===== src/sv/dpca_pkg.sv =====
// Shared types, constants and table functions for the dew point condensation alarm.
package dpca_pkg;

  // Field and register widths fixed by the interface
  localparam int RH_BITS  = 14;
  localparam int B_BITS   = 16;
  localparam int C_BITS   = 13;
  localparam int MUL_BITS = 17;

  // Register reset values and fixed constants of the Magnus formula
  localparam logic [B_BITS-1:0]   B_RESET  = 16'd18094;
  localparam logic [C_BITS-1:0]   C_RESET  = 13'd3896;
  localparam logic [MUL_BITS-1:0] LN2_Q16  = 17'd45426;
  localparam int                  FULL_RH  = 10000;

  // Configuration register indexes
  localparam logic CFG_MAGNUS_B = 1'b0;
  localparam logic CFG_MAGNUS_C = 1'b1;

  // Sequencer states
  typedef enum logic [2:0] {
    ST_IDLE,
    ST_LOG_MUL,
    ST_LN_MUL,
    ST_FR_MUL,
    ST_FR_DIV,
    ST_DP_MUL,
    ST_DP_DIV,
    ST_OUT
  } state_t;

  // Operation of the shared multiply/divide unit
  typedef enum logic {
    OP_MUL,
    OP_DIV
  } mdu_op_t;

  // Command from the sequencer to the shared unit
  typedef struct packed {
    logic    start;
    mdu_op_t op;
  } mdu_ctl_t;

  // Fraction part of log2(1 + k/2^lbits) in Q16, by repeated squaring.
  // The entry past the end of the table is exactly one.
  function automatic logic [16:0] log_entry(input int unsigned k, input int unsigned lbits);
    logic [63:0] m;
    logic [16:0] r;
    r = '0;
    if (k >= (32'd1 << lbits)) begin
      r = 17'h10000;
    end else begin
      m = (64'd1 << 30) + (64'(k) << (30 - lbits));
      for (int i = 0; i < 16; i++) begin
        m = (m * m) >> 30;
        r = r << 1;
        if (m >= (64'd1 << 31)) begin
          r = r | 17'd1;
          m = m >> 1;
        end
      end
    end
    return r;
  endfunction

  // log2 of a constant in Q16, matching the table interpolation of the datapath
  function automatic logic [31:0] log2_q16_const(input int unsigned x, input int unsigned lbits);
    int unsigned e;
    int unsigned fs;
    logic [63:0] frac;
    logic [63:0] rem;
    logic [63:0] k;
    logic [16:0] t0;
    logic [16:0] t1;
    logic [63:0] d;
    e  = 0;
    fs = 31 - lbits;
    while (e < 31 && (x >> (e + 1)) != 0) begin
      e++;
    end
    frac = (64'(x) << (31 - e)) - (64'd1 << 31);
    k    = frac >> fs;
    rem  = frac & ((64'd1 << fs) - 64'd1);
    t0   = log_entry(32'(k), lbits);
    t1   = log_entry(32'(k) + 32'd1, lbits);
    d    = (t1 > t0) ? 64'(t1 - t0) : 64'd0;
    return 32'((64'(e) << 16) + 64'(t0) + ((d * rem) >> fs));
  endfunction

endpackage


===== src/sv/dew_point_condensation_alarm_top.sv =====
// Top level of the dew point condensation alarm: sequencer, state and stream ports.
//
// Input items arrive on s_tvalid/s_tready/s_tdata/s_tuser: s_tdata carries the
// humidity, housing and cold-finger temperatures, s_tuser the sensor read flag.
// Each item gives exactly one result item on m_tvalid/m_tready/m_tdata/m_tuser.
// A good read with non-zero humidity runs the Magnus dew point through four
// bit-serial multiplies and two restoring divides on one shared unit, which works
// one bit per cycle. When gamma reaches b the last multiply and divide are
// skipped. A failed read or zero humidity goes straight to the output step.
// One item is worked on at a time; s_tready is high only while the sequencer
// is idle. The result sits in an output register, so the next item can be
// accepted while the receiver stalls; the sequencer holds its finished result
// until that register is free. Configuration writes on cfg_we/cfg_addr/cfg_wdata
// take effect at once; the user must make them only while the block is idle,
// which the block itself does not enforce.
// Reset (rst, synchronous) restores the Magnus coefficients, clears the stored
// dew point to zero, marks the finger as not above the dew point and empties
// the output register.
module dew_point_condensation_alarm_top
  import dpca_pkg::*;
#(
  parameter int TEMP_BITS      = 12,
  parameter int LOG_TABLE_BITS = 6
) (
  input  logic                                   clk,
  input  logic                                   rst,
  input  logic                                   s_tvalid,
  output logic                                   s_tready,
  // rel_humidity, housing_temp, finger_temp
  input  logic [((RH_BITS+2*TEMP_BITS+7)/8)*8-1:0] s_tdata,
  // read_ok
  input  logic                                   s_tuser,
  output logic                                   m_tvalid,
  input  logic                                   m_tready,
  // dew_point, below_event, above_event, above_flag
  output logic [((TEMP_BITS+3+7)/8)*8-1:0]       m_tdata,
  // sample_valid, dry_flag
  output logic [1:0]                             m_tuser,
  input  logic                                   cfg_we,
  input  logic                                   cfg_addr,
  input  logic [B_BITS-1:0]                      cfg_wdata
);

  localparam int TB    = TEMP_BITS;
  localparam int OUT_W = ((TB + 3 + 7) / 8) * 8;
  localparam int NW    = TB + 37;
  localparam int GSW   = TB + 23;
  localparam int DNW   = ((TB > C_BITS) ? TB : C_BITS) + 2;
  localparam int FS    = 31 - LOG_TABLE_BITS;
  localparam logic [31:0]   LOG_FULL = log2_q16_const(FULL_RH, LOG_TABLE_BITS);
  localparam logic [NW-1:0] Q_MAX    = NW'((64'd1 << (TB - 1)) - 64'd1);
  localparam logic [NW-1:0] Q_MINMAG = NW'(64'd1 << (TB - 1));
  localparam logic signed [TB-1:0] T_MAX = {1'b0, {(TB-1){1'b1}}};
  localparam logic signed [TB-1:0] T_MIN = {1'b1, {(TB-1){1'b0}}};

  // Configuration registers
  logic [B_BITS-1:0] cfg_b;
  logic [C_BITS-1:0] cfg_c;

  // Sequencer
  state_t state;
  state_t state_next;
  logic   issued;

  // Captured sample
  logic [RH_BITS-1:0]   rh_r;
  logic signed [TB-1:0] th_r;
  logic signed [TB-1:0] tf_r;
  logic                 ok_r;
  logic                 dry_r;
  logic [TB-1:0]        th_mag;

  // Intermediate values
  logic [20:0]           lg_mag;
  logic                  lg_neg;
  logic signed [21:0]    ln_term;
  logic [DNW-2:0]        den;
  logic [GSW-1:0]        gamma_mag;
  logic                  gamma_neg;
  logic [GSW-1:0]        dden;
  logic [NW-1:0]         num;

  // Alarm state
  logic signed [TB-1:0] last_dp;
  logic                 in_range;

  // Output register
  logic                 out_valid;
  logic signed [TB-1:0] out_dp;
  logic                 out_ok;
  logic                 out_below;
  logic                 out_above;
  logic                 out_flag;
  logic                 out_dry;
  logic                 out_free;

  // Log front end
  logic [3:0]    log_e;
  logic [15:0]   log_t0;
  logic [16:0]   log_d;
  logic [FS-1:0] log_rem;

  // Shared unit
  mdu_ctl_t      mdu_ctl;
  logic [NW-1:0] mdu_a;
  logic [NW-1:0] mdu_b;
  logic          mdu_done;
  logic [NW-1:0] mdu_res;

  // Combinational results taken when a step finishes
  logic signed [21:0]    lg_c;
  logic [20:0]           ln_mag;
  logic signed [DNW-1:0] den_c;
  logic signed [GSW-1:0] frac_c;
  logic signed [GSW-1:0] gamma_c;
  logic signed [GSW:0]   dden_c;
  logic                  dden_bad;

  dpca_log #(
    .LOG_TABLE_BITS(LOG_TABLE_BITS)
  ) u_log (
    .rh (rh_r),
    .e  (log_e),
    .t0 (log_t0),
    .d  (log_d),
    .rem(log_rem)
  );

  dpca_mdu #(
    .NW(NW)
  ) u_mdu (
    .clk   (clk),
    .rst   (rst),
    .ctl   (mdu_ctl),
    .opa   (mdu_a),
    .opb   (mdu_b),
    .done  (mdu_done),
    .result(mdu_res)
  );

  assign th_mag   = th_r[TB-1] ? TB'(-th_r) : TB'(th_r);
  assign out_free = !out_valid || m_tready;

  // Arithmetic taken at the end of each step
  always_comb begin
    lg_c = $signed(22'({log_e, 16'b0})) + $signed(22'(log_t0))
         + $signed(22'(mdu_res >> FS)) - $signed(22'(LOG_FULL));
    ln_mag  = 21'((mdu_res + NW'(32768)) >> 16);
    den_c   = $signed(DNW'(cfg_c)) + DNW'(th_r);
    frac_c  = th_r[TB-1] ? -$signed(GSW'(mdu_res)) : $signed(GSW'(mdu_res));
    gamma_c = GSW'(ln_term) + frac_c;
    dden_c  = $signed((GSW+1)'({cfg_b, 6'b0})) - (GSW+1)'(gamma_c);
    dden_bad = dden_c[GSW] || (dden_c == '0);
  end

  // Next state and commands to the shared unit
  always_comb begin
    state_next  = state;
    mdu_ctl.start = 1'b0;
    mdu_ctl.op    = OP_MUL;
    mdu_a = '0;
    mdu_b = '0;
    unique case (state)
      ST_IDLE: begin
        if (s_tvalid) begin
          if (s_tuser && (s_tdata[RH_BITS-1:0] != '0)) begin
            state_next = ST_LOG_MUL;
          end else begin
            state_next = ST_OUT;
          end
        end
      end
      ST_LOG_MUL: begin
        mdu_ctl.start = !issued;
        mdu_a = NW'(log_rem);
        mdu_b = NW'(log_d);
        if (mdu_done) begin
          state_next = ST_LN_MUL;
        end
      end
      ST_LN_MUL: begin
        mdu_ctl.start = !issued;
        mdu_a = NW'(lg_mag);
        mdu_b = NW'(LN2_Q16);
        if (mdu_done) begin
          state_next = ST_FR_MUL;
        end
      end
      ST_FR_MUL: begin
        mdu_ctl.start = !issued;
        mdu_a = NW'(cfg_b);
        mdu_b = NW'(th_mag);
        if (mdu_done) begin
          state_next = ST_FR_DIV;
        end
      end
      ST_FR_DIV: begin
        mdu_ctl.start = !issued;
        mdu_ctl.op    = OP_DIV;
        mdu_a = num;
        mdu_b = NW'(den);
        if (mdu_done) begin
          state_next = dden_bad ? ST_OUT : ST_DP_MUL;
        end
      end
      ST_DP_MUL: begin
        mdu_ctl.start = !issued;
        mdu_a = NW'(gamma_mag);
        mdu_b = NW'(cfg_c);
        if (mdu_done) begin
          state_next = ST_DP_DIV;
        end
      end
      ST_DP_DIV: begin
        mdu_ctl.start = !issued;
        mdu_ctl.op    = OP_DIV;
        mdu_a = num;
        mdu_b = NW'(dden);
        if (mdu_done) begin
          state_next = ST_OUT;
        end
      end
      ST_OUT: begin
        if (out_free) begin
          state_next = ST_IDLE;
        end
      end
    endcase
  end

  // State register and command handshake with the shared unit
  always_ff @(posedge clk) begin
    if (rst) begin
      state  <= ST_IDLE;
      issued <= 1'b0;
    end else begin
      state <= state_next;
      if (mdu_done) begin
        issued <= 1'b0;
      end else if (mdu_ctl.start) begin
        issued <= 1'b1;
      end
    end
  end

  // Configuration writes
  always_ff @(posedge clk) begin
    if (rst) begin
      cfg_b <= B_RESET;
      cfg_c <= C_RESET;
    end else if (cfg_we) begin
      unique case (cfg_addr)
        CFG_MAGNUS_B: cfg_b <= cfg_wdata;
        CFG_MAGNUS_C: cfg_c <= cfg_wdata[C_BITS-1:0];
      endcase
    end
  end

  // Datapath registers, updated as each step completes
  always_ff @(posedge clk) begin
    if (rst) begin
      last_dp <= '0;
    end else begin
      unique case (state)
        ST_IDLE: begin
          if (s_tvalid) begin
            rh_r  <= s_tdata[RH_BITS-1:0];
            th_r  <= s_tdata[RH_BITS+TB-1:RH_BITS];
            tf_r  <= s_tdata[RH_BITS+2*TB-1:RH_BITS+TB];
            ok_r  <= s_tuser;
            dry_r <= s_tuser && (s_tdata[RH_BITS-1:0] == '0);
            if (s_tuser && (s_tdata[RH_BITS-1:0] == '0)) begin
              last_dp <= T_MIN;
            end
          end
        end
        ST_LOG_MUL: begin
          if (mdu_done) begin
            lg_neg <= lg_c[21];
            lg_mag <= lg_c[21] ? 21'(-lg_c) : 21'(lg_c);
          end
        end
        ST_LN_MUL: begin
          if (mdu_done) begin
            ln_term <= lg_neg ? -$signed({1'b0, ln_mag}) : $signed({1'b0, ln_mag});
            den     <= (den_c[DNW-1] || den_c == '0) ? (DNW-1)'(1) : (DNW-1)'(den_c);
          end
        end
        ST_FR_MUL: begin
          if (mdu_done) begin
            num <= (mdu_res << 6) + NW'(den >> 1);
          end
        end
        ST_FR_DIV: begin
          if (mdu_done) begin
            gamma_neg <= gamma_c[GSW-1];
            gamma_mag <= gamma_c[GSW-1] ? GSW'(-gamma_c) : GSW'(gamma_c);
            dden      <= GSW'(dden_c);
            if (dden_bad) begin
              last_dp <= T_MAX;
            end
          end
        end
        ST_DP_MUL: begin
          if (mdu_done) begin
            num <= mdu_res + NW'(dden >> 1);
          end
        end
        ST_DP_DIV: begin
          if (mdu_done) begin
            if (gamma_neg) begin
              last_dp <= (mdu_res > Q_MINMAG) ? T_MIN : TB'(-mdu_res);
            end else begin
              last_dp <= (mdu_res > Q_MAX) ? T_MAX : TB'(mdu_res);
            end
          end
        end
        ST_OUT: begin
        end
      endcase
    end
  end

  // Threshold comparison and the output register
  always_ff @(posedge clk) begin
    if (rst) begin
      in_range  <= 1'b0;
      out_valid <= 1'b0;
    end else if (state == ST_OUT && out_free) begin
      out_valid <= 1'b1;
      out_dp    <= last_dp;
      out_ok    <= ok_r;
      out_dry   <= dry_r;
      if (tf_r < last_dp) begin
        out_below <= in_range;
        out_above <= 1'b0;
        out_flag  <= 1'b0;
        in_range  <= 1'b0;
      end else begin
        out_below <= 1'b0;
        out_above <= !in_range;
        out_flag  <= 1'b1;
        in_range  <= 1'b1;
      end
    end else if (m_tready) begin
      out_valid <= 1'b0;
    end
  end

  assign s_tready = (state == ST_IDLE);
  assign m_tvalid = out_valid;
  assign m_tdata  = OUT_W'({out_flag, out_above, out_below, out_dp});
  assign m_tuser  = {out_dry, out_ok};

  // The shared unit only finishes while the sequencer waits on it
  a_done_in_step : assert property (@(posedge clk) disable iff (rst)
    mdu_done |-> (state != ST_IDLE && state != ST_OUT))
    else $error("shared unit finished outside an arithmetic step");

  // An accepted item blocks the input for at least the following cycle
  a_one_item : assert property (@(posedge clk) disable iff (rst)
    (s_tvalid && s_tready) |=> !s_tready)
    else $error("input accepted twice in a row");

  // A dry sample always reports the minimum dew point
  a_dry_min : assert property (@(posedge clk) disable iff (rst)
    (m_tvalid && out_dry) |-> (out_dp == T_MIN))
    else $error("dry sample without minimum dew point");

  // A rising event always leaves the finger marked above the dew point
  a_above_flag : assert property (@(posedge clk) disable iff (rst)
    (m_tvalid && out_above) |-> (out_flag && !out_below))
    else $error("above event inconsistent with flags");

endmodule


===== src/sv/dpca_log.sv =====
// Log2 front end: normalises the humidity and looks up the interpolation table.
module dpca_log
  import dpca_pkg::*;
#(
  parameter int LOG_TABLE_BITS = 6
) (
  input  logic [RH_BITS-1:0]          rh,
  output logic [3:0]                  e,
  output logic [15:0]                 t0,
  output logic [16:0]                 d,
  output logic [30-LOG_TABLE_BITS:0]  rem
);

  localparam int FS  = 31 - LOG_TABLE_BITS;
  localparam int TAB = 1 << LOG_TABLE_BITS;

  logic [16:0]             tab [TAB+1];
  logic [RH_BITS-1:0]      xn;
  logic [30:0]             frac;
  logic [LOG_TABLE_BITS:0] k_lo;
  logic [LOG_TABLE_BITS:0] k_hi;
  logic [16:0]             t0_w;
  logic [16:0]             t1_w;

  // Constant table, worked out at elaboration
  for (genvar g = 0; g <= TAB; g++) begin : g_tab
    assign tab[g] = log_entry(g, LOG_TABLE_BITS);
  end

  // Position of the leading one gives the integer part of the logarithm
  always_comb begin
    e = '0;
    for (int i = 0; i < RH_BITS; i++) begin
      if (rh[i]) begin
        e = 4'(i);
      end
    end
  end

  // Fraction below the leading one, split into table index and remainder
  always_comb begin
    xn   = rh << (4'(RH_BITS - 1) - e);
    frac = {xn[RH_BITS-2:0], {(31-(RH_BITS-1)){1'b0}}};
    k_lo = {1'b0, frac[30:FS]};
    k_hi = k_lo + 1'b1;
    rem  = frac[FS-1:0];
    t0_w = tab[k_lo];
    t1_w = tab[k_hi];
    t0   = t0_w[15:0];
    d    = (t1_w > t0_w) ? (t1_w - t0_w) : '0;
  end

endmodule


===== src/sv/dpca_mdu.sv =====
// Bit-serial multiply and restoring divide sharing one adder.
module dpca_mdu
  import dpca_pkg::*;
#(
  parameter int NW = 49
) (
  input  logic          clk,
  input  logic          rst,
  input  mdu_ctl_t      ctl,
  input  logic [NW-1:0] opa,
  input  logic [NW-1:0] opb,
  output logic          done,
  output logic [NW-1:0] result
);

  localparam int CW = $clog2(NW + 1);

  logic [NW-1:0] acc;
  logic [NW-1:0] opnd;
  logic [NW-1:0] dvs;
  logic [CW-1:0] cnt;
  logic          is_div;

  logic [NW:0]   x;
  logic [NW:0]   y;
  logic [NW+1:0] s;
  logic          carry;

  // One shared adder: add for multiply, subtract for divide
  always_comb begin
    x     = {acc, is_div ? opnd[NW-1] : 1'b0};
    y     = (is_div || opnd[NW-1]) ? {1'b0, dvs} : '0;
    s     = {1'b0, x} + {1'b0, is_div ? ~y : y} + (NW+2)'(is_div);
    carry = s[NW+1];
  end

  // Iteration: one multiplier bit or one quotient bit per cycle
  always_ff @(posedge clk) begin
    if (rst) begin
      cnt  <= '0;
      done <= 1'b0;
    end else begin
      done <= 1'b0;
      if (ctl.start) begin
        acc <= '0;
        if (ctl.op == OP_DIV) begin
          is_div <= 1'b1;
          opnd   <= opa;
          dvs    <= opb;
          cnt    <= CW'(NW);
        end else begin
          is_div <= 1'b0;
          opnd   <= {opb[MUL_BITS-1:0], {(NW-MUL_BITS){1'b0}}};
          dvs    <= opa;
          cnt    <= CW'(MUL_BITS);
        end
      end else if (cnt != '0) begin
        if (is_div) begin
          acc <= carry ? s[NW-1:0] : x[NW-1:0];
        end else begin
          acc <= s[NW-1:0];
        end
        opnd <= {opnd[NW-2:0], is_div & carry};
        cnt  <= cnt - 1'b1;
        done <= (cnt == CW'(1));
      end
    end
  end

  assign result = is_div ? opnd : acc;

endmodule

===== config.mk =====
export PLATFORM = sky130hd
export DESIGN_NAME = dew_point_condensation_alarm_top
export DESIGN_NICKNAME = d
export VERILOG_FILES = /design/src/sv/dpca_pkg.sv /design/src/sv/dew_point_condensation_alarm_top.sv /design/src/sv/dpca_log.sv /design/src/sv/dpca_mdu.sv
export SDC_FILE = /design/constraint.sdc
export NUM_CORES = 2
export LEC_CHECK = 0
export ABC_AREA = 0
export BUFFER_PORTS_ARGS = -buffer_cell sky130_fd_sc_hd__clkbuf_2
export CAP_MARGIN = 5
export CORE_MARGIN = 5
export CORE_UTILIZATION = 65
export DETAILED_ROUTE_END_ITERATION = 8
export PLACE_DENSITY = 0.83
export SLEW_MARGIN = 20
export SYNTH_ARGS = -nofsm -noshare
export SYNTH_HDL_FRONTEND = slang
export SYNTH_SLANG_ARGS = --single-unit

===== constraint.sdc =====
create_clock -name clk -period 10.24 [get_ports clk]
set_input_delay 2.56 -clock clk [delete_from_list [all_inputs] [get_ports clk]]
set_output_delay 2.56 -clock clk [all_outputs]
set_load 0.01 [all_outputs]

==> impl_results.html <==
<table>
<tr><th>Metric</th><th>Value</th></tr>
<tr><th colspan="2">Synth</th></tr>
<tr><td>Flip-flop and latch count after synthesis</td><td>436</td></tr>
<tr><td>Count of synthesis-stage warnings from yosys</td><td>0</td></tr>
<tr><td>Seq/Total Area, Yosys</td><td>roughly a third</td></tr>
<tr><td>Post-synthesis cell area</td><td>0.0371 mm^2</td></tr>
<tr><td>Number of cells produced by synthesis</td><td>4339</td></tr>
<tr><td>Post-synthesis cell type count</td><td>around 110</td></tr>
<tr><td>Synth Flop Type</td><td>edfxtp_1</td></tr>
<tr><td>Mean Syn Cell Area</td><td>8.54 um^2</td></tr>
<tr><td>Number of enable-type register cells in the synthesized netlist</td><td>382</td></tr>
<tr><td>Post-synthesis async set-or-reset flop share</td><td>0%</td></tr>
<tr><th colspan="2">Placed design</th></tr>
<tr><td>Port-buffer cells</td><td>79</td></tr>
<tr><td>Routability cong.</td><td>1.07</td></tr>
<tr><td>Detailed placer's ending HPWL</td><td>99900 um</td></tr>
<tr><th colspan="2">STA</th></tr>
<tr><td>Setup Skew</td><td>0.0235 ns</td></tr>
<tr><td>Final total negative setup slack</td><td>0 ns</td></tr>
<tr><td>Count of pins over their slew limit</td><td>0</td></tr>
<tr><td>Setup violations, final</td><td>0</td></tr>
<tr><td>RSZ-0062 raised after global routing</td><td>no</td></tr>
<tr><td>Slew HR</td><td>21.9%</td></tr>
<tr><td>Final cycle utilization of the critical path</td><td>a little over nine tenths</td></tr>
<tr><td>Peak clock frequency supported by timing</td><td>104 MHz</td></tr>
<tr><td>Slew at the pin closest to its max-slew limit</td><td>1.16 ns</td></tr>
<tr><td>Hold violation count in the final report</td><td>0</td></tr>
<tr><td>Shortest period the worst path allows</td><td>9.61 ns</td></tr>
<tr><th colspan="2">Route</th></tr>
<tr><td>Final routed DRC violation total</td><td>0</td></tr>
<tr><td>Routed vias</td><td>35264</td></tr>
<tr><td>Starting DRC count in detailed routing</td><td>between 5000 and 6000</td></tr>
<tr><td>Routed len/inst</td><td>25.3 um</td></tr>
<tr><td>TritonRoute pass-1 iters</td><td>8</td></tr>
<tr><td>Final WL</td><td>130000 um</td></tr>
<tr><td>Residual antenna-violating net count after detailed routing</td><td>0</td></tr>
<tr><td>Post-DR vias/cell</td><td>6.86</td></tr>
<tr><th colspan="2">Die</th></tr>
<tr><td>IO Pins</td><td>83</td></tr>
<tr><td>Core region area</td><td>0.0565 mm^2</td></tr>
<tr><td>Starting Density</td><td>65.6%</td></tr>
<tr><td>Die width</td><td>249 um</td></tr>
<tr><td>Vertical extent of the die</td><td>around 250 um</td></tr>
<tr><td>Number of standard-cell rows in the floorplan</td><td>87</td></tr>
<tr><td>Area enclosed by the die boundary</td><td>between 0.06 and 0.07 mm^2</td></tr>
<tr><th colspan="2">Clock tree</th></tr>
<tr><td>Post-CTS Setup Inserts</td><td>0</td></tr>
<tr><td>Inserted Clock Buffers</td><td>49</td></tr>
<tr><td>Number of hold buffers added after cts</td><td>0</td></tr>
<tr><td>Root buf cell</td><td>clkbuf_16</td></tr>
<tr><td>Worst-skew pair later-pin latency</td><td>0.62 ns</td></tr>
<tr><td>Maximum clock path buffer count</td><td>3</td></tr>
<tr><td>Sink Count</td><td>436</td></tr>
<tr><td>Post-cts sizing count</td><td>0</td></tr>
<tr><td>H-tree depth</td><td>2</td></tr>
<tr><td>Clock Pin Slew Worst Setup and Hold Paths</td><td>about 0.060 ns</td></tr>
<tr><td>Clock tree from TritonCTS</td><td>done</td></tr>
<tr><th colspan="2">Cells and area</th></tr>
<tr><td># diodes</td><td>0</td></tr>
<tr><td>Area growth from synthesis to layout</td><td>7.79%</td></tr>
<tr><td>Leading cell type in the layout, fill and taps excluded</td><td>nand2_1</td></tr>
<tr><td>Leading cell types in the layout, fill and taps excluded</td><td>nand2_1, a21oi_1, edfxtp_1, o21ai_0, nor2_1</td></tr>
<tr><td>Nets@finish</td><td>roughly 4700</td></tr>
<tr><td>Share of layout cells above drive strength 1</td><td>between 8 and 9%</td></tr>
<tr><th colspan="2">Critical path</th></tr>
<tr><td>Category of the critical setup timing path</td><td>reg2reg</td></tr>
<tr><td>Slowest stage delay, CP</td><td>0.65 ns</td></tr>
<tr><td>Critical path arrival</td><td>10.08 ns</td></tr>
<tr><td>Cell type of the slowest stage on the worst timing path</td><td>a2111oi_2</td></tr>
<tr><td>Launching element type of the critical path</td><td>register</td></tr>
<tr><td>Data required time of the critical path</td><td>about 11 ns</td></tr>
<tr><td>Most common cell on crit path</td><td>o21ai_1</td></tr>
<tr><td>Worst-path fanout max</td><td>18</td></tr>
<tr><td>Setup crit end kind</td><td>register</td></tr>
<tr><th colspan="2">Global route</th></tr>
<tr><td>Number of antenna violations at the first check in global routing</td><td>1</td></tr>
<tr><td>Gr usage total</td><td>39.8%</td></tr>
<tr><td>First-pass GRT wire length</td><td>between 150000 and 200000 um</td></tr>
<tr><td>Largest net degree at the start of global routing</td><td>71</td></tr>
<tr><td>Via count of the first global-routing pass</td><td>between 30000 and 40000</td></tr>
<tr><td>Residual overflow from global routing</td><td>0</td></tr>
<tr><th colspan="2">Job</th></tr>
<tr><td>MaxCap Viol Count</td><td>0</td></tr>
<tr><th colspan="2">Status</th></tr>
<tr><td>Status</td><td>finished, final reports clean</td></tr>
<tr><th colspan="2">Hold path</th></tr>
<tr><td>Type of the tightest min-delay check</td><td>reg2reg</td></tr>
</table>
-- flip-flops by register name (all words and copies together), names as in the netlist, 16 cells and up --
| register | cells |
|---|---|
| ln_term | 22 |
| u_mdu.dvs | 49 |
| dden | 34 |
| lg_mag | 21 |
| u_mdu.opnd | 49 |
| gamma_mag | 35 |
| cfg_b | 16 |
| num | 49 |
| u_mdu.acc | 49 |
-- metrics by stage --
| step | worst slack, ns | cell area, um^2 | hold WS (ns) | cells | util (%) |
|---|---|---|---|---|---|
| global route | 0.237 | 40000 | 0.447 | 5138 | 70.7 |
| detailed placement | 1.01 | 38300 | 0.421 | 5046 | 67.7 |
| global placement | 1.04 | 38300 | 0.402 | 5046 | 67.7 |
| CTS | 0.990 | 40000 | 0.434 | 5138 | 70.7 |
| floorplan | 2.00 | 37100 | 0.400 | 4353 | - |
| finish | 0.629 | 40000 | 0.435 | 5138 | 70.7 |
-- worst max-delay path: cells and delay by family (launching register included) --
| kind | cells | cell delay (ns) |
|---|---|---|
| adder cells (fa/ha/maj) | 2 | 0.70 |
| XOR/XNOR | 2 | 0.91 |
| multiplexers | 1 | 0.50 |
| flip-flops | 1 | 0.48 |
| AO/OA/AOI/OAI | 10 | 3.18 |
| AND/OR/NAND/NOR | 12 | 3.10 |
| buffers and inverters | 2 | 0.56 |
-- cell usage after synthesis (all sizes together), types with 14 or more instances --
master / instances / area share (%)
o221ai: 14 / 0.35
xnor2: 264 / 6.3
nand3: 96 / 1.3
ha: 249 / 8.4
clkbuf: 174 / 1.8
a21o: 109 / 2.2
xor2: 89 / 2.1
mux2i: 97 / 2.7
a22oi: 17 / 0.34
a22o: 18 / 0.43
nor3: 114 / 1.6
o21bai: 31 / 0.63
or3: 36 / 0.62
nor2b: 46 / 0.78
or2: 23 / 0.39
o21a: 30 / 0.61
nor2: 314 / 3.2
a211oi: 65 / 1.4
nor4: 39 / 0.69
a21oi: 417 / 5.7
nand2: 499 / 5.1
buf: 47 / 0.73
nand4: 38 / 0.64
inv: 186 / 1.9
o21ai: 360 / 4.9
o211ai: 49 / 1.0
and2: 33 / 0.56
nand2b: 42 / 0.71
a31oi: 51 / 0.92
and3: 29 / 0.49
dfxtp: 54 / 2.9
nand3b: 24 / 0.49
edfxtp: 382 / 31
o31ai: 39 / 0.79
o22ai: 18 / 0.30
-- final timing paths --
path                     start          end  depth (start not counted)  slack (ns)
setup / recovery  u_mdu.is_div  last_dp[10]                         29        0.63
setup reg to reg  u_mdu.is_div  last_dp[10]                         29        0.63
hold / removal           dry_r      out_dry                          0        0.43
hold reg to reg          dry_r      out_dry                          0        0.43
-- kinds of logic (layout without fill, tap and decap cells) --
logic type               count (synthesis)  count (layout)  synth area share, %
AO/OA/AOI/OAI                         1384            1384                 23.6
XOR/XNOR                               353             353                 8.42
adder cells (fa/ha/maj)                256             256                 8.78
buffers and inverters                  417             446                 4.49
flip-flops                             436             436                 33.9
multiplexers                           112             112                 3.22
other                                    1              15               0.0101
AND/OR/NAND/NOR                       1380            1380                 17.6
-- layout make-up --
| cell class | count | area, um^2 |
|---|---|---|
| flip-flops and latches | 436 | 12600 |
| clock buffers | 61 | 1360 |
| well taps | 756 | 946 |
| repair buffers | 158 | 988 |
| multi-input cells | 3500 | 23000 |
| inverters | 196 | 736 |
| fillers | 4492 | 16500 |
| clock inverters | 31 | 335 |
-- routing by layer --
metal	routed length, um	share of wire (%)	global-route usage, %
met1	52200	40	58.7
met4	6510	5.0	16.4
met3	19100	15	10.6
met2	52500	40	55.3
met5	20	0.015	0
Power is not shown: default switching activity piles up to over one toggle a cycle in this logic, so the estimate is an artifact.
